===== config.mk =====
export PLATFORM = sky130hd
export DESIGN_NAME = mdnt_queue
export DESIGN_NICKNAME = d
export VERILOG_FILES = /design/src/hdl/mdnt_pkg.sv /design/src/hdl/mdnt_queue.sv
export SDC_FILE = /design/constraint.sdc
export NUM_CORES = 1
export LEC_CHECK = 0
export BUFFER_PORTS_ARGS = -buffer_cell sky130_fd_sc_hd__clkbuf_2
export CORE_MARGIN = 5
export CORE_UTILIZATION = 51
export DETAILED_ROUTE_END_ITERATION = 7
export GPL_ROUTABILITY_DRIVEN = 0
export PLACE_DENSITY_LB_ADDON = 0.15
export SYNTH_ARGS = -nofsm -noshare
export SYNTH_HDL_FRONTEND = slang
export SYNTH_SLANG_ARGS = --single-unit

===== constraint.sdc =====
create_clock -name clock -period 2.7 [get_ports clock]
set_input_delay 0.54 -clock clock [delete_from_list [all_inputs] [get_ports clock]]
set_output_delay 0.54 -clock clock [all_outputs]
set_load 0.05 [all_outputs]

===== src/hdl/mdnt_pkg.sv =====
// Shared types, constants and field layout of the mass dissimilarity neighbour test.
package mdnt_pkg;

   localparam int TREE_DEPTH = 8;
   localparam int NUM_TREES  = 128;

   localparam int TREE_W = 7;
   localparam int NODE_W = 9;
   localparam int MASS_W = 16;
   localparam int SUM_W  = 23;
   localparam int ADDR_W = TREE_W + NODE_W;
   localparam int TABLE_DEPTH = 1 << ADDR_W;

   // Highest heap index that exists in a tree of the configured depth.
   localparam int NODE_TOP = (1 << (TREE_DEPTH + 1)) - 2;

   localparam logic [SUM_W-1:0] SUM_MAX = 23'd8388480;

   // Request and response payload widths.
   localparam int REQ_DATA_W = 48;
   localparam int RSP_DATA_W = 24;

   typedef enum logic {
      OP_LOAD = 1'b0,
      OP_TERM = 1'b1
   } op_type;

   typedef enum logic {
      BACK_IDLE = 1'b0,
      BACK_ACC  = 1'b1
   } back_state_type;

   // One classified request on its way from the front to the back.
   typedef struct packed {
      op_type              op;
      logic                tree_ok;
      logic [ADDR_W-1:0]   addr;
      logic [MASS_W-1:0]   mass;
      logic                last;
   } entry_type;

endpackage


===== src/hdl/mdnt_queue.sv =====
// Two-entry queue that decouples the front end from the table and accumulator.
module mdnt_queue (
   input  logic                  clock,
   input  logic                  reset,
   input  logic                  push,
   input  mdnt_pkg::entry_type   push_entry,
   output logic                  full,
   input  logic                  pop,
   output logic                  not_empty,
   output mdnt_pkg::entry_type   head
);
   import mdnt_pkg::*;

   entry_type   slots_ff [2];
   logic        wr_ptr_ff, rd_ptr_ff;
   logic [1:0]  count_ff, count_in;

   assign full      = (count_ff == 2'd2);
   assign not_empty = (count_ff != 2'd0);
   assign head      = slots_ff[rd_ptr_ff];

   always_comb begin
      count_in = count_ff;
      if (push && !pop)      count_in = count_ff + 2'd1;
      else if (pop && !push) count_in = count_ff - 2'd1;
   end

   always_ff @(posedge clock) begin
      if (reset) begin
         wr_ptr_ff <= 1'b0;
         rd_ptr_ff <= 1'b0;
         count_ff  <= 2'd0;
      end else begin
         if (push) wr_ptr_ff <= !wr_ptr_ff;
         if (pop)  rd_ptr_ff <= !rd_ptr_ff;
         count_ff <= count_in;
      end
   end

   always_ff @(posedge clock) begin
      if (push) slots_ff[wr_ptr_ff] <= push_entry;
   end

endmodule


After elaboration in Yosys (flattened, before gate mapping)

Memories as Yosys holds them, arrays and structs flattened. A register that Yosys moved wholly into a read port is not among the register bits.
Cells that the tools add are included.

Mux-type cells: 6
Reduce and logical (&&, ||, !) cells: 8
Add/subtract/negate cells: 2
Equality and inequality tests: 1

Operators with widths:

| cell                                                                | number |
|---|---|
| 1-bit logical NOT                                                   | 4 |
| 1-bit two-way mux                                                   | 4 |
| 2-bit two-way mux                                                   | 2 |
| 2-bit nonzero test                                                  | 2 |
| 2-bit by 1-bit adder with 2-bit output (second input constant)      | 1 |
| 2-bit equality test (second input constant)                         | 1 |
| 1-bit logical AND                                                   | 2 |
| 2-bit by 1-bit subtractor with 2-bit output (second input constant) | 1 |

Bits in writable memories: 70
Memories: 1
Input port bits: 39
Output and inout port bits: 37
Bits in registers: 4
Logic and storage cells: 21

Memory list:

| memory   | words | width | rd ports | clocked after Yosys merged registers in | write ports | RTL line         | text |
|---|---|---|---|---|---|---|---|
| slots_ff | 2     | 35    | 1        | 1                                       | 1           | mdnt_queue.sv:14 | `entry_type slots_ff [2];` |

Longest topological paths before layout

Gate-level depths: netlist of run 1.

Depth after elaboration: 4
Depth in mapped cells: 5
Gate-level depth less buffers: 5

Worst setup path after synthesis of run 1

Ideal clock, no wire load.

Path kind: input -> register
From: in push
To: mem slots_ff[0][0] (netlist name) (enable)
Required time: 2.269 ns
Setup slack: 0.153 ns
Library setup time: 0.431 ns
Arrival: 2.116 ns
Stages: 1
Path buffers: 0
Path through: nor2b_1

Cells in the longest elaborated chain, start to end: 2

Ends and longest elaborated chain:

| element                                 | RTL line         | text |
|---|---|---|
| start, declared                         | mdnt_queue.sv:5  | `input logic push,` |
| 1-bit two-way mux                       | mdnt_queue.sv:41 | `if (push) slots_ff[wr_ptr_ff] <= push_entry;` |
| 1-bit two-way mux (implied by the code) | mdnt_queue.sv:41 |  |
| end, declared                           | mdnt_queue.sv:14 |  |

No other way between the ends.

==> impl_results.md, run 1 <==
- R2R Setup Slk: between 1 and 1.5 ns
- Grt peak-use layer: met2
- RSZ-0062 raised after global routing: no
- Reg area: 2200 um2
- Layout Cells excl Fill: 291
- GRT overflow: 0
- Post-Syn Nets: roughly 170
- WL/cell: roughly 16 um
- Area taken by multi-input logic gates: ~500 um2
- Diode count: 0
- Initial antenna violation count: 0
- Critical path destination: head[6]
- Largest net degree at the start of global routing: 36
- Fill count: 358
- Unique cell type count in the Yosys netlist: 17
- Clock sinks: 75
- CTS Root Cell: clkbuf_8
- Dpl cells: about 280
- Layout cells sized above 1: between 60 and 70%
- Synthesized area: 2750 um2
- DRT Wirelength: 4570 um
- Clock Path Buffers: 2
- M2 GR Usage: around 22%
- PwrDens: 796 nW/um2
- FMAX: 0.427 GHz
- Slew @ Worst Pin: 0.834 ns
- CP Max Fanout: 14
- Commonest non-fill, non-tap cell in the layout: clkbuf_2
- Status: complete, no violations
- Hold WS: just over 0.4 ns
- Row cnt: 26
- CP delay by family, top: flip-flops
- Hold crit path type: input pin to flip-flop
- Most frequent cells in the layout: clkbuf_2 (75), edfxtp_1 (70), mux2_2 (35)
- Post-DP HPWL: ~3200 um
- Die Y-Extent: ~83 um
- TNS Setup: 0 ns
- Worst-Skew Late Latency: about 0.32 ns
- Cell depth of the worst setup path: 3
- # port buffers: 75
- Synth-to-layout area growth: 24.3%
- First-pass GRT wire length: 7160 um
- WP data required: around 2.2 ns
- Critical Path Max Stage Delay: roughly 0.56 ns
- Worst Path Buf+Inv: 2
- Static Leak: 1.33 nW
- Slowest CP cell: dfxtp_1
- Period utilization: roughly 87%
- # Post-CTS Setup Buffers: 0
- Cts repair resizes: 0
- Via density: 4.90
- Synth warn: 0
- CTS Hold Bufs: 0
- DRC errors left: 0
- Fin. Hold Viols: 0
- Die Wd: 83.4 um
- Critical-path cell list: buf_4 > mux2_2 > clkbuf_2
- M1 GR Usage: about 15%
- CTS Buf Count: 9
- Worst r2r path cells: 1
- Post-synthesis sequential area ratio: between 80% and 90%
- Full die area: slightly below 7000 um2
- Total of max-cap violations: 0
- Initial Util: 53.1%
- Clock slew at reported path FFs: ~0.07 ns
- Setup Skew: 0.00644 ns
- Tot GR Track Use: a little over an eighth
- CP Capture Type: output pin
- Pins over their slew limit: 0
- Avg Inst Size Synth: 21.0 um2
- Vias in the first global route: between 1.5k and 2k
- Core Area: 5170 um2
- TritonRoute pass-1 iters: 5
- Worst EP arrival: 1.80 ns
- Reg-to-Reg Start: wr_ptr_ff
- Total number of vias: 1,426
- Nets: 256
- Worst vdd ir: 536 uV
- Critical path type: flip-flop to output pin
- H-tree depth: 3
- Grt met3 use: 5.64%
- Synthesized flop and latch total: 75
- Antenna Nets Post-Route: 0
- Worst Setup Start Kind: flip-flop
- Fin crit period: 2.34 ns
- Reg2reg end: slots_ff[1][14]
- Cell count after synthesis: ~130
- I/O pins: 76
- TritonCTS clock tree: yes
- Final setup vio count: 0
- Drt initial violations: 70
- Max_slew headroom: roughly 44%
## Yosys cell counts
cell type | instances | area share [%]
a21oi_1 | 1 | 0.18
and2_1 | 1 | 0.23
and2b_2 | 1 | 0.32
buf_2 | 1 | 0.18
buf_6 | 3 | 1.2
dfxtp_1 | 5 | 3.6
edfxtp_1 | 70 | 77
ha_1 | 1 | 0.46
inv_1 | 1 | 0.14
mux2_2 | 35 | 14
nor2_1 | 4 | 0.55
nor2b_1 | 1 | 0.23
o21ai_0 | 1 | 0.18
or2_2 | 1 | 0.23
or3_1 | 1 | 0.23
xnor2_1 | 2 | 0.64
xor2_1 | 2 | 0.64
## per-layer routing
layer,share of wire [%],wire (um),vias to the layer above
li1,-,-,675
met1,40,1820,689
met4,1.6,74,0
met5,0,0,-
met2,51,2330,53
met3,7.5,341,9
## cell families (layout without fill, tap and decap cells)
logic type	after synthesis	in the layout	synth area share, %
AOI/OAI and AO/OA	2	2	0.364
xor gates and xnor gates	4	4	1.28
adders and majority gates	1	1	0.456
buffers and inverters	5	95	1.55
DFF	75	75	80.2
muxes	35	35	14.4
and+or+nand+nor	9	9	1.78
## state kept, by name, indices dropped and copies added (netlist names), named ones only
name / cells
rd_ptr_ff: 1
count_ff: 2
slots_ff: 70
wr_ptr_ff: 1
## per-stage QoR
stage	cell area, um2	setup WS (ns)	util, %	total power [mW]
6_report	3410	0.360	66.0	2.72
5_1_grt	3410	0.239	66.0	2.81
2_1_floorplan	2750	0.153	-	1.76
4_1_cts	3410	0.305	66.0	2.75
3_3_place_gp	3200	0.724	61.9	1.87
3_5_place_dp	3200	0.672	61.9	1.89
## cell type report
type	instances	share of cell area, %
multi-input cells	51	14.9
clock inverters	4	1.39
inverters	1	0.110
repair buffers	78	11.7
well taps	70	2.57
flip-flops and latches	75	64.5
clock buffers	12	4.84
## how the worst min path moves through the flow
stage,start,end,slack [ns],cells after the start
after global placement,count_ff[1],count_ff[1],0.47,2
after floorplan,count_ff[1],count_ff[1],0.46,2
final,push_entry[26],slots_ff[0][26],0.40,1
after detailed placement,count_ff[1],count_ff[1],0.51,2
after CTS,push_entry[0],slots_ff[0][0],0.38,1
after global routing,push_entry[25],slots_ff[0][25],0.38,1
## where the power goes
group / leakage (nW) / internal (mW) / switching, mW
Clock: 0.108 / 0.499 / 0.366
Sequential: 0.699 / 1.35 / 0.0252
Combinational: 0.519 / 0.137 / 0.338
Power figures use the tool's default switching activity.
==> run 2, diff against run 1 <==
GPL_TIMING_DRIVEN = 1   (was unset)
PLACE_DENSITY = 0.88   (was unset)
PLACE_DENSITY_LB_ADDON = unset   (was 0.15)
==> impl_results.md, run 2 (synthesized netlist as in run 1, its figures left out) <==
- Finished Core Util: 65.8% (-0.22 points)
- Via density: 4.87 (-0.70%)
- Post-DP HPWL: 3030 um (-4.6%)
- CTS Root Cell: clkbuf_8
- Synth-to-layout area growth: 23.9%
- Initial antenna violation count: 0 (unchanged)
- Layout Cells excl Fill: 291 (unchanged)
- Critical path type: flip-flop to output pin
- I/O pins: 76 (unchanged)
- CTS Hold Bufs: 0 (unchanged)
- Largest net degree at the start of global routing: 36 (unchanged)
- Status: complete, no violations
- Final setup vio count: 0 (unchanged)
- GRT overflow: 0 (unchanged)
- Max_slew headroom: 67.9% (+23 points)
- Pins over their slew limit: 0 (unchanged)
- WP data required: 2.16 ns (about the same)
- Diode count: 0 (unchanged)
- Largest Register: slots_ff
- Antenna Nets Post-Route: 0 (unchanged)
- WL/cell: 15.4 um (-1.9%)
- # port buffers: 75 (unchanged)
- Layout cells sized above 1: 59.7% (-0.45 points)
- Worst EP arrival: 1.62 ns (-0.18 ns)
- Clock Path Buffers: 2 (unchanged)
- Die Y-Extent: 83.4 um (unchanged)
- Total of max-cap violations: 0 (unchanged)
- Commonest non-fill, non-tap cell in the layout: clkbuf_2
- CP Capture Type: output pin
- Tot GR Track Use: 13.4% (about the same)
- Clock slew at reported path FFs: 0.08 ns (about the same)
- CTS Buf Count: 9 (unchanged)
- Static Leak: 1.32 nW (-0.20%)
- Dpl cells: 276 (+0.36%)
- Die Wd: 83.4 um (unchanged)
- Hold crit path type: input pin to flip-flop
- Fin. Hold Viols: 0 (unchanged)
- Met3 routed WL: 310 um (-9.1%)
- Initial Util: 53.1% (unchanged)
- Power Total: 2.65 mW (-2.5%)
- Setup Skew: 0.00529 ns (-0.00115 ns)
- TritonRoute pass-1 iters: 3 (-2)
- Routed met2 length: 2220 um (-5.0%)
- Top Registers: slots_ff (70), count_ff (2)
- PwrDens: 779 nW/um2 (-2.2%)
- Slew @ Worst Pin: 0.482 ns (-0.352 ns)
- FMAX: 0.463 GHz (+8.3%)
- Top sig layer: met4
- H-tree depth: 3 (unchanged)
- Vias in the first global route: 1,579 (+2.5%)
- TNS Setup: 0 ns (unchanged)
- Worst-Skew Late Latency: 0.32 ns (about the same)
- Worst Setup Start Kind: flip-flop
- Total number of vias: 1,416 (-0.70%)
- First-pass GRT wire length: 7270 um (+1.5%)
- Most frequent cells in the layout: clkbuf_2 (75), edfxtp_1 (70), mux2_2 (35)
- # Post-CTS Setup Buffers: 0 (unchanged)
- Full die area: 6950 um2 (unchanged)
- Row cnt: 26 (unchanged)
- Nets: 257 (+0.39%)
- Setup WS pre-CTS: 0.890 ns (+0.218 ns)
- CP Max Fanout: 25 (+11)
- Drt initial violations: 59 (-16%)
- TritonCTS clock tree: yes
- Clock sinks: 75 (unchanged)
- Worst vdd ir: 438 uV (-18%)
- Fin worst setup slack: 0.539 ns (+0.179 ns)
- DRC errors left: 0 (unchanged)
- Max reg flops: 70 (unchanged)
- RSZ-0062 raised after global routing: no
- Core Area: 5170 um2 (unchanged)
- M1 wire length: 1890 um (+4.0%)
- DRT Wirelength: 4490 um (-1.9%)
- Fin crit period: 2.16 ns (-0.179 ns)
- Period utilization: 80.0% (-6.6 points)
- Cts repair resizes: 0 (unchanged)
run 2: cell types whose count changed in the layout (fill, tap and decap cells not counted):
cell / delta
clkinv_1: +1
clkinv_2: +1
clkinvlp_4: -1
clkinv_4: +1
clkbuf_8: -3
buf_12: +1
run 2: final cells by class:
cell class | count | area [um2]
clock buffers | 9 | 124
clock inverters | 6 | 57.6
fillers | 356 | 1770
inverters | 1 | 3.75
multi-input cells | 51 | 509
flip-flops and latches | 75 | 2200
well taps | 70 | 87.6
repair buffers | 79 | 418
run 2: stage by stage:
step                area, um2  hold slack, ns
finish                   3400           0.395
global route             3400           0.377
CTS                      3400           0.382
detailed placement       3220           0.496
global placement         3220           0.481
floorplan                2750           0.456
run 2: final timing paths:
kind	from	end	slack [ns]	cells after the start
max	flip-flop	head[12]	0.54	3
min	push_entry[8]	slots_ff[0][8]	0.39	1
max reg2reg	wr_ptr_ff	slots_ff[1][12]	1.35	2
min reg2reg	count_ff[1]	count_ff[1]	0.52	2
run 2: report_power, final:
part | internal [mW] | switching [mW]
Combinational | 0.142 | 0.343
Clock | 0.415 | 0.378
Sequential | 1.35 | 0.0203
Total | 1.91 | 0.741
run 2: critical path, stage by stage, from the launching register on:
cell and delay, ns:
dfxtp_1 0.33, buf_4 0.32, mux2_2 0.39, clkbuf_2 0.24
run 2: per-layer routing:
layer	GRT usage, %	vias up
met3	4.75	8
met1	14.8	679
li1	-	683
met5	0	-
met4	5.79	0
met2	23.1	46
