`config.mk`:
```
export PLATFORM = sky130hd
export DESIGN_NAME = mdnt_front
export DESIGN_NICKNAME = d
export VERILOG_FILES = /design/src/hdl/mdnt_pkg.sv /design/src/hdl/mdnt_front.sv
export SDC_FILE = /design/constraint.sdc
export NUM_CORES = 1
export LEC_CHECK = 0
export ABC_AREA = 1
export BUFFER_PORTS_ARGS = -buffer_cell sky130_fd_sc_hd__buf_4
export CAP_MARGIN = 40
export CORE_UTILIZATION = 25
export DETAILED_ROUTE_END_ITERATION = 8
export MAX_ROUTING_LAYER = met4
export PLACE_DENSITY_LB_ADDON = 0.25
export SYNTH_ARGS = -nofsm -noshare
export SYNTH_HDL_FRONTEND = slang
export SYNTH_SLANG_ARGS = --single-unit
```
`constraint.sdc`:
```
create_clock -name clock -period 9.45 [get_ports clock]
set_input_delay 1.4175 -clock clock [delete_from_list [all_inputs] [get_ports clock]]
set_output_delay 1.4175 -clock clock [all_outputs]
set_load 0.05 [all_outputs]
```
`src/hdl/mdnt_pkg.sv`:
```
// Shared types, constants and field layout of the mass dissimilarity neighbour test.
package mdnt_pkg;

   localparam int TREE_DEPTH = 8;
   localparam int NUM_TREES  = 128;

   localparam int TREE_W = 7;
   localparam int NODE_W = 9;
   localparam int MASS_W = 16;
   localparam int SUM_W  = 23;
   localparam int ADDR_W = TREE_W + NODE_W;
   localparam int TABLE_DEPTH = 1 << ADDR_W;

   // Highest heap index that exists in a tree of the configured depth.
   localparam int NODE_TOP = (1 << (TREE_DEPTH + 1)) - 2;

   localparam logic [SUM_W-1:0] SUM_MAX = 23'd8388480;

   // Request and response payload widths.
   localparam int REQ_DATA_W = 48;
   localparam int RSP_DATA_W = 24;

   typedef enum logic {
      OP_LOAD = 1'b0,
      OP_TERM = 1'b1
   } op_type;

   typedef enum logic {
      BACK_IDLE = 1'b0,
      BACK_ACC  = 1'b1
   } back_state_type;

   // One classified request on its way from the front to the back.
   typedef struct packed {
      op_type              op;
      logic                tree_ok;
      logic [ADDR_W-1:0]   addr;
      logic [MASS_W-1:0]   mass;
      logic                last;
   } entry_type;

endpackage

```
`src/hdl/mdnt_front.sv`:
```
// Front end: takes requests, clamps node indices and finds the common ancestor.
module mdnt_front (
   input  logic                              clock,
   input  logic                              reset,
   input  logic                              req_tvalid,
   output logic                              req_tready,
   input  logic [mdnt_pkg::REQ_DATA_W-1:0]   req_tdata,
   input  logic                              req_tuser,
   input  logic                              req_tlast,
   output logic                              push,
   output mdnt_pkg::entry_type               push_entry,
   input  logic                              queue_full
);
   import mdnt_pkg::*;

   localparam int PW = NODE_W + 1;   // one-based heap index width
   localparam int LW = $clog2(PW + 1);

   logic                valid_ff, valid_in;
   op_type              op_ff;
   logic [TREE_W-1:0]   tree_ff;
   logic [NODE_W-1:0]   node_a_ff, node_b_ff;
   logic [MASS_W-1:0]   mass_ff;
   logic                last_ff;
   logic                accept;
   logic [NODE_W-1:0]   ca;

   function automatic logic [NODE_W-1:0] clamp_node(input logic [NODE_W-1:0] n);
      logic [NODE_W-1:0] r;
      r = n;
      if (int'(n) > NODE_TOP) r = NODE_W'(NODE_TOP);
      return r;
   endfunction

   function automatic logic [LW-1:0] msb_pos(input logic [PW-1:0] v);
      logic [LW-1:0] pos;
      pos = '0;
      for (int i = 0; i < PW; i++) begin
         if (v[i]) pos = LW'(i);
      end
      return pos;
   endfunction

   // Common ancestor by prefix alignment: in one-based heap numbering an
   // ancestor is a leading prefix of the node's binary index.
   function automatic logic [NODE_W-1:0] common_ancestor(input logic [NODE_W-1:0] a,
                                                         input logic [NODE_W-1:0] b);
      logic [PW-1:0] p, q, x, r;
      logic [LW-1:0] lp, lq, h;
      p  = {1'b0, a} + PW'(1);
      q  = {1'b0, b} + PW'(1);
      lp = msb_pos(p);
      lq = msb_pos(q);
      if (lp > lq) p = p >> (lp - lq);
      else         q = q >> (lq - lp);
      x = p ^ q;
      h = msb_pos(x);
      if (x == '0) r = p;
      else         r = p >> ({1'b0, h} + (LW + 1)'(1));
      r = r - PW'(1);
      return r[NODE_W-1:0];
   endfunction

   assign req_tready = !valid_ff || !queue_full;
   assign accept     = req_tvalid && req_tready;
   assign push       = valid_ff && !queue_full;
   assign valid_in   = accept || (valid_ff && !push);

   always_ff @(posedge clock) begin
      if (reset) begin
         valid_ff <= 1'b0;
      end else begin
         valid_ff <= valid_in;
      end
   end

   always_ff @(posedge clock) begin
      if (accept) begin
         op_ff     <= op_type'(req_tuser);
         tree_ff   <= req_tdata[6:0];
         node_a_ff <= clamp_node(req_tdata[15:7]);
         node_b_ff <= clamp_node(req_tdata[24:16]);
         mass_ff   <= req_tdata[40:25];
         last_ff   <= req_tlast;
      end
   end

   assign ca = common_ancestor(node_a_ff, node_b_ff);

   always_comb begin
      push_entry.op      = op_ff;
      push_entry.tree_ok = int'(tree_ff) < NUM_TREES;
      push_entry.addr    = (op_ff == OP_LOAD) ? {tree_ff, node_a_ff} : {tree_ff, ca};
      push_entry.mass    = mass_ff;
      push_entry.last    = last_ff;
   end

endmodule

```
# == After elaboration in Yosys (flattened, before gate mapping) ==
# Cells that the tools add are included.
# totals
ff_bits,44
in_bits,54
# classes
n_addsub,6
magnitude_cmp,3
shift,3
n_mux,31
bitwise_logic,1
n_reduce_logical,9
# ops
op,count
$mux W4,24
$add A9 B1 Y10 const B,2
$mux W10,2
$shr A10 B4 Y10,2
$gt A9 B9 Y1 const B,2
$mux W9,2
$logic_not A10 Y1,1
$shr A10 B5 Y9,1
$xor A10 B10 Y10,1
$sub A9 B1 Y9 const B,1
$sub A4 B4 Y4,2
$add A4 B1 Y5 const B,1
$gt A4 B4 Y1,1
$logic_and A1 B1 Y1,3
$logic_not A1 Y1,3
$mux W1,3
$logic_or A1 B1 Y1,2

# == Logic depth before layout (Yosys ltp) ==
# Gate-level depths: netlist of the first run.
# logic_depth
ltp_word,28
ltp_mapped,49
depth_no_buf,49

# == Least setup slack after synthesis of the first run ==
# Ideal clock, no wire load.
# synth_timing
path_kind,register to output
start,register node_a_ff[0]
end,output port push_entry[18] (netlist name)
arrival_ps,5477
t_required_ps,8033
slack_ps,2555
stages_incl_launch_ff,36
path_buffers,2
cell_sequence,edfxtp_1 -> ha_1 -> nand3_1 -> xor2_1 -> nand2_1 -> nand2_1 -> nand2_1 -> nand2_1 -> nand2_2 -> nand2_4 -> inv_1 -> ha_1 -> fa_1 -> clkbuf_1 -> a21oi_1 -> a21oi_1 -> nand2_1 -> a21oi_1 -> inv_1 -> nand2_1 -> nand3_1 -> nand2_1 -> nand2_1 -> nand2_1 -> nand2_1 -> nand2_1 -> nand2_1 -> buf_4 -> nand3_1 -> nand3_1 -> nand3_1 -> nand3_1 -> nand2_1 -> inv_1 -> ha_1 -> o21ai_0
# synth_lines
element,line_no,source
"start, declared",mdnt_front.sv:22,"logic [NODE_W-1:0] node_a_ff, node_b_ff;"
"start signal, assigned",mdnt_front.sv:81,node_a_ff <= clamp_node(req_tdata[15:7]);
"end, declared",mdnt_front.sv:11,"output mdnt_pkg::entry_type push_entry,"

==> results.ini, run 1 <==
[power_and_ir_drop]
p_leak_uw = 0.00233
max_ir_drop_vdd_mv = 0.183
powerDensity_nw_per_um2 = 218

[worst_hold_path]
worstHoldPathType = reg2reg
worstHoldPathCells = 2

[die]
core-area_um2 = 16100
floorplan.initialDensity = 0.258
ioPinCount = 91
die-height_um = 131
die_width_um = 131
floorplan.die_area_um2 = 17100
placementRows = 46

[drt]
route.antenna.remaining_nets = 0
firstDrtPassIters = 5
avg_vias_per_cell = 4.60
routed-via-count = 4033
drc_errors = 0
drt_iter0_drc = 350
wire_per_inst_um = 12.5
wl_um = 11000

[placed_design]
dp.final_hpwl_um = 8920
gpl.final_weighted_congestion = 0.877
count_of_input_and_output_buffers = 82

[clock_tree]
clkTransAtPathRegs_ps = 60
cts_root_buf = clkbuf_16
cts_resized = 0
hold_buffers_post_cts = 0
cts_tree = done
clock-sinks = 44
clkLatencyLatePin_ps = 280
post_cts_buffers = 0
numCtsBuffers = 5
cts_htree_levels = 2
ctsLongestPathBuffers = 2

[final_layout]
final_util = 0.316
multiInputGateArea_um2 = 2430
layout-area-overhead-vs-synth_pct = 22.4
n_antenna_cell = 0
sequential_cell_area_um2 = 1310
number_of_nets_in_the_final_layout = 725
layout-drive-gt1-share = 0.233
number_of_fill_cells = 1726

[grt]
grtUsageMet3 = 0.0195
number_of_global_route_vias_before_repair = 3663
grt_use_total = 0.135
grt_util_met2 = 0.213
busiest_layer = met2
grt_first_pass_wirelength_um = 17600
grt_max_degree = 42
global_route.usage.met1 = 0.178
grt_overflow_total = 0
antenna_violations_before_repair = 0

[outcome]
outcome = complete, no violations

[synthesis]
synth_edf_count = 43
synth.largest_area_cell = edfxtp_1
synthesis.area_per_instance_um2 = 6.92
ys_top_cells_by_area = edfxtp_1 (31%), nand2_1 (15%), nand3_1 (8.6%), inv_1 (4.7%), nor2_1 (4.1%)
synth_cell_types = 48
combinational_family_with_the_most_area_after_synthesis = simple AND/OR/NAND/NOR gates
yosys_most_used_dff = edfxtp_1
mappedNetlistNets = 665
register_area_share_after_synthesis = 0.317
synth.mux.area_fraction = 0
yosysWarningCount = 0
post_synth_xor_area_fraction = 0.0375
synth_largest_type_area_fraction = 0.312
synth_fa_ha_area_frac = 0.0399
synth_top_cells_by_count = nand2_1 (170), nand3_1 (71), inv_1 (52)
synth_most_common_cell = nand2_1
synthesis.area_um2 = 4140
async_set_or_reset_flop_fraction_in_the_synthesized_netlist = 0
yosys_register_bits = 44
synthSimpleGateAreaFrac = 0.386
area_fraction_in_compound_gates_after_synthesis = 0.121
postSynthCellCount = 599

[worst_setup_path]
worst_setup_path_end_kind = output port
worstPathBufferInverterCount = 5
worst_ep_arrival_time_ps = 7110
critPathMaxStageDelay_ps = 730
path_delay_family = simple AND/OR/NAND/NOR gates
critical_path_class = reg2out
r2r_cells = 2
cp_num_cells = 40
crit_path_start_kind = flop
critical_path_peak_fanout = 21
worstPathRequired_ps = 8030
cp_most_frequent_cell = nand2_1
timing.critical_path.slowest_stage_cell = ha_1

[sta]
timing.fmax_mhz = 117
timing_max_transition_violations_final = 0
max_slew_headroom = 0.504
min_period_ps = 8530
final_min_period_over_clock_period = 0.902
unrepaired_setup_endpoints_after_global_routing = false
hold_viol = 0
final.setup.tns_ps = 0
fin_worst_skew_ps = 2.70
whs_ps = 531
worstMarginPinSlew_ps = 735
report.final.setup_viol = 0

[run]
maxCapViolCount = 0

per-stage QoR:
stage	std cells	total power (uW)	setup slack (ps)	area, um2
finish	876	1110	923	5070
global route	876	1190	235	5070
CTS	876	1110	971	5070
detailed placement	868	930	1290	4910
global placement	868	934	1260	4910
floorplan	599	777	2560	4140
report_power, final:
group	switching (uW)	total [uW]	internal (uW)	leakage [uW]
registers	8.26	237	228	0.000424
clock network	64.8	177	112	0.0000772
logic	476	693	217	0.00183
total	549	1110	558	0.00233
worst paths after layout:
kind                    end    startpoint  slack [ps]
max          push_entry[25]  node_a_ff[0]         920
min                valid_ff      valid_ff         530
max reg2reg      tree_ff[0]      valid_ff        8090
min reg2reg        valid_ff      valid_ff         530
per-layer routing:
metal / part of all wire / vias to the layer above
met2: 0.44 / 161
met5: 0 / -
met1: 0.48 / 1751
met4: 0.019 / 0
li1: - / 2098
met3: 0.059 / 23
layout by cell type (no fill, tap or decap), drive strengths merged, types with 3 or more instances in the layout:
cell	n
inv	69
clkinv	3
nor2	54
ha	10
nor3	4
nand2	181
xnor2	6
a21oi	18
o21ai	44
clkbuf	8
xor2	10
o21bai	4
a31oi	5
o22ai	3
edfxtp	43
buf	83
nand3	80
o211ai	5
nand4	17
sequential cells by signal (all words and copies together), names as in the netlist:
signal     count
last_ff        1
mass_ff       16
node_b_ff      9
node_a_ff      9
valid_ff       1
tree_ff        7
op_ff          1
area by class of cell:
| class | instances | share of cell area |
|---|---|---|
| timing repair buffer | 83 | 0.123 |
| multi-input combinational | 453 | 0.480 |
| tap | 216 | 0.0533 |
| sequential | 44 | 0.259 |
| inverter | 72 | 0.0543 |
| clock buffer | 8 | 0.0308 |
kinds of logic (layout without fill, tap and decap cells):
group                      Yosys count  count (layout)
DFF                                 44              44
AOI/OAI and AO/OA                   84              84
other                                1               1
and+or+nand+nor                    340             340
adders and majority gates           12              12
xor gates and xnor gates            16              16
buffers and inverters              102             163
worst min-delay path: stages (launching register included):
cell	delay (ps)
dfxtp_1	340
nand2_1	90
a21oi_1	60
(Power assumes the default switching activity.)
==> run 2: changes to the inputs <==
--- a/config.mk
+++ b/config.mk
@@ -8,6 +8,8 @@
 export ABC_AREA = 1
 export BUFFER_PORTS_ARGS = -buffer_cell sky130_fd_sc_hd__buf_4
 export CAP_MARGIN = 40
+export CELL_PAD_IN_SITES_DETAIL_PLACEMENT = 1
+export CELL_PAD_IN_SITES_GLOBAL_PLACEMENT = 1
 export CORE_UTILIZATION = 25
 export DETAILED_ROUTE_END_ITERATION = 8
 export MAX_ROUTING_LAYER = met4
==> results.ini, run 2 (synthesis gave the netlist of run 1 again) <==
[outcome]
outcome = complete, no violations

[drt]
wire_per_inst_um = 14.3
drc_errors = 0
avg_vias_per_cell = 4.77
route.antenna.remaining_nets = 0
firstDrtPassIters = 4
drt_iter0_drc = 203
wl_um = 12500
routed-via-count = 4186

[worst_setup_path]
timing.critical_path.slowest_stage_cell = ha_1
critical_path_class = reg2out
r2r_cells = 2
worst-r2r-setup-slack_ps = 8160
cp_most_frequent_cell = nand2_1
crit_path_start_kind = flop
worst_setup_path_end_kind = output port
critPathMaxStageDelay_ps = 750
critical_path_peak_fanout = 21
worst_ep_arrival_time_ps = 6820
worstPathRequired_ps = 8030
r2r_endpoint = mass_ff[13]
worst_r2r_startpoint = valid_ff

[final_layout]
layout-drive-gt1-share = 0.234
largest_reg_flops = 16
final_common_cell = nand2_1
layout-area-overhead-vs-synth_pct = 22.6
multiInputGateArea_um2 = 2430
number_of_fill_cells = 2026
n_antenna_cell = 0
biggestRegsByFlops = mass_ff: 16 flops, node_a_ff: 9 flops, node_b_ff: 9 flops
sequential_cell_area_um2 = 1310
post_layout_nonfiller_instances = 877
number_of_nets_in_the_final_layout = 726
mostFrequentLayoutCells = nand2_1 (170), buf_4 (84), nand3_1 (71)
largest_register = mass_ff

[die]
die_width_um = 131
placementRows = 46
floorplan.initialDensity = 0.258
ioPinCount = 91
die-height_um = 131
floorplan.die_area_um2 = 17100
core-area_um2 = 16100

[clock_tree]
cts_resized = 0
numCtsBuffers = 5
cts_root_buf = clkbuf_16
ctsLongestPathBuffers = 2
hold_buffers_post_cts = 0
post_cts_buffers = 0
cts_htree_levels = 2
clkTransAtPathRegs_ps = 60
cts_tree = done
clkLatencyLatePin_ps = 280
clock-sinks = 44

[worst_hold_path]
hold_start = valid_ff
hold_path_end = valid_ff
worstHoldPathCells = 2
worstHoldPathType = reg2reg

[sta]
final_min_period_over_clock_period = 0.871
final.setup.tns_ps = 0
timing.fmax_mhz = 121
max_slew_headroom = 0.496
fin_worst_skew_ps = 1.43
report.final.setup_viol = 0
hold_viol = 0
min_period_ps = 8240
timing_max_transition_violations_final = 0
unrepaired_setup_endpoints_after_global_routing = false
worstMarginPinSlew_ps = 749

[power_and_ir_drop]
power.share.combinational = 0.631
fraction_of_power_consumed_by_sequential_logic = 0.210
p_leak_uw = 0.00234
netSwitchingFraction = 0.504
netSwitchingPower_uw = 568
clkPwrFrac = 0.159
max_ir_drop_vdd_mv = 0.143
powerDensity_nw_per_um2 = 222
power.internal_uw = 559

[grt]
grt_overflow_total = 0
grt_max_degree = 44
grt_first_pass_wirelength_um = 20400
number_of_global_route_vias_before_repair = 4210
grt_use_total = 0.155
antenna_violations_before_repair = 0

[placed_design]
count_of_input_and_output_buffers = 82
dp.final_hpwl_um = 10300
gpl.final_weighted_congestion = 0.876
numPlacedInstances = 869

[run]
maxCapViolCount = 0

-- run 2: cell type report --
class / count / area share
inverters: 72 / 0.0542
flip-flops and latches: 44 / 0.258
multi-input cells: 453 / 0.479
clock buffers: 8 / 0.0308
repair buffers: 84 / 0.124
well taps: 216 / 0.0532
-- run 2: worst max-delay path by stage --
stage | cells after the start | end | slack (ps) | startpoint
after global routing | 40 | push_entry[25] | 440 | node_a_ff[0]
after CTS | 38 | push_entry[23] | 1150 | node_a_ff[0]
final | 41 | push_entry[25] | 1210 | node_a_ff[0]
after global placement | 40 | push_entry[25] | 1530 | node_a_ff[0]
after detailed placement | 38 | push_entry[23] | 1470 | node_a_ff[0]
after floorplan | 35 | push_entry[18] | 2560 | node_a_ff[0]
-- run 2: per-stage QoR --
stage               power, uW  setup WS (ps)  utilization  hold WS, ps  cell area, um2
finish                   1130           1210        0.316          532            5080
global route             1220            445        0.316          569            5080
floorplan                 777           2560            -          809            4140
CTS                      1130           1150        0.316          536            5080
detailed placement        953           1470        0.307          525            4920
global placement          939           1530        0.307          511            4920
-- run 2: power groups by stage --
stage / clock (uW) / sequential, uW / combinational (uW)
4_1_cts: 184 / 237 / 714
5_1_grt: 191 / 238 / 790
3_5_place_dp: 0 / 241 / 712
3_3_place_gp: 0 / 240 / 698
6_report: 179 / 237 / 711
2_1_floorplan: 0 / 259 / 518
-- run 2: per-layer routing --
layer	global-route usage	routed length, um
met4	0.0372	162
met3	0.0102	369
met1	0.198	5960
met2	0.269	6050
met5	-	0
-- run 2: critical path: cells and delay by family (launching register included) --
family          cells  cell delay (ps)
compound gates      2              320
simple gates       31             3550
buf+inv             4              640
fa+ha+maj           3             1180
xor+xnor            1              260
flops               1              560
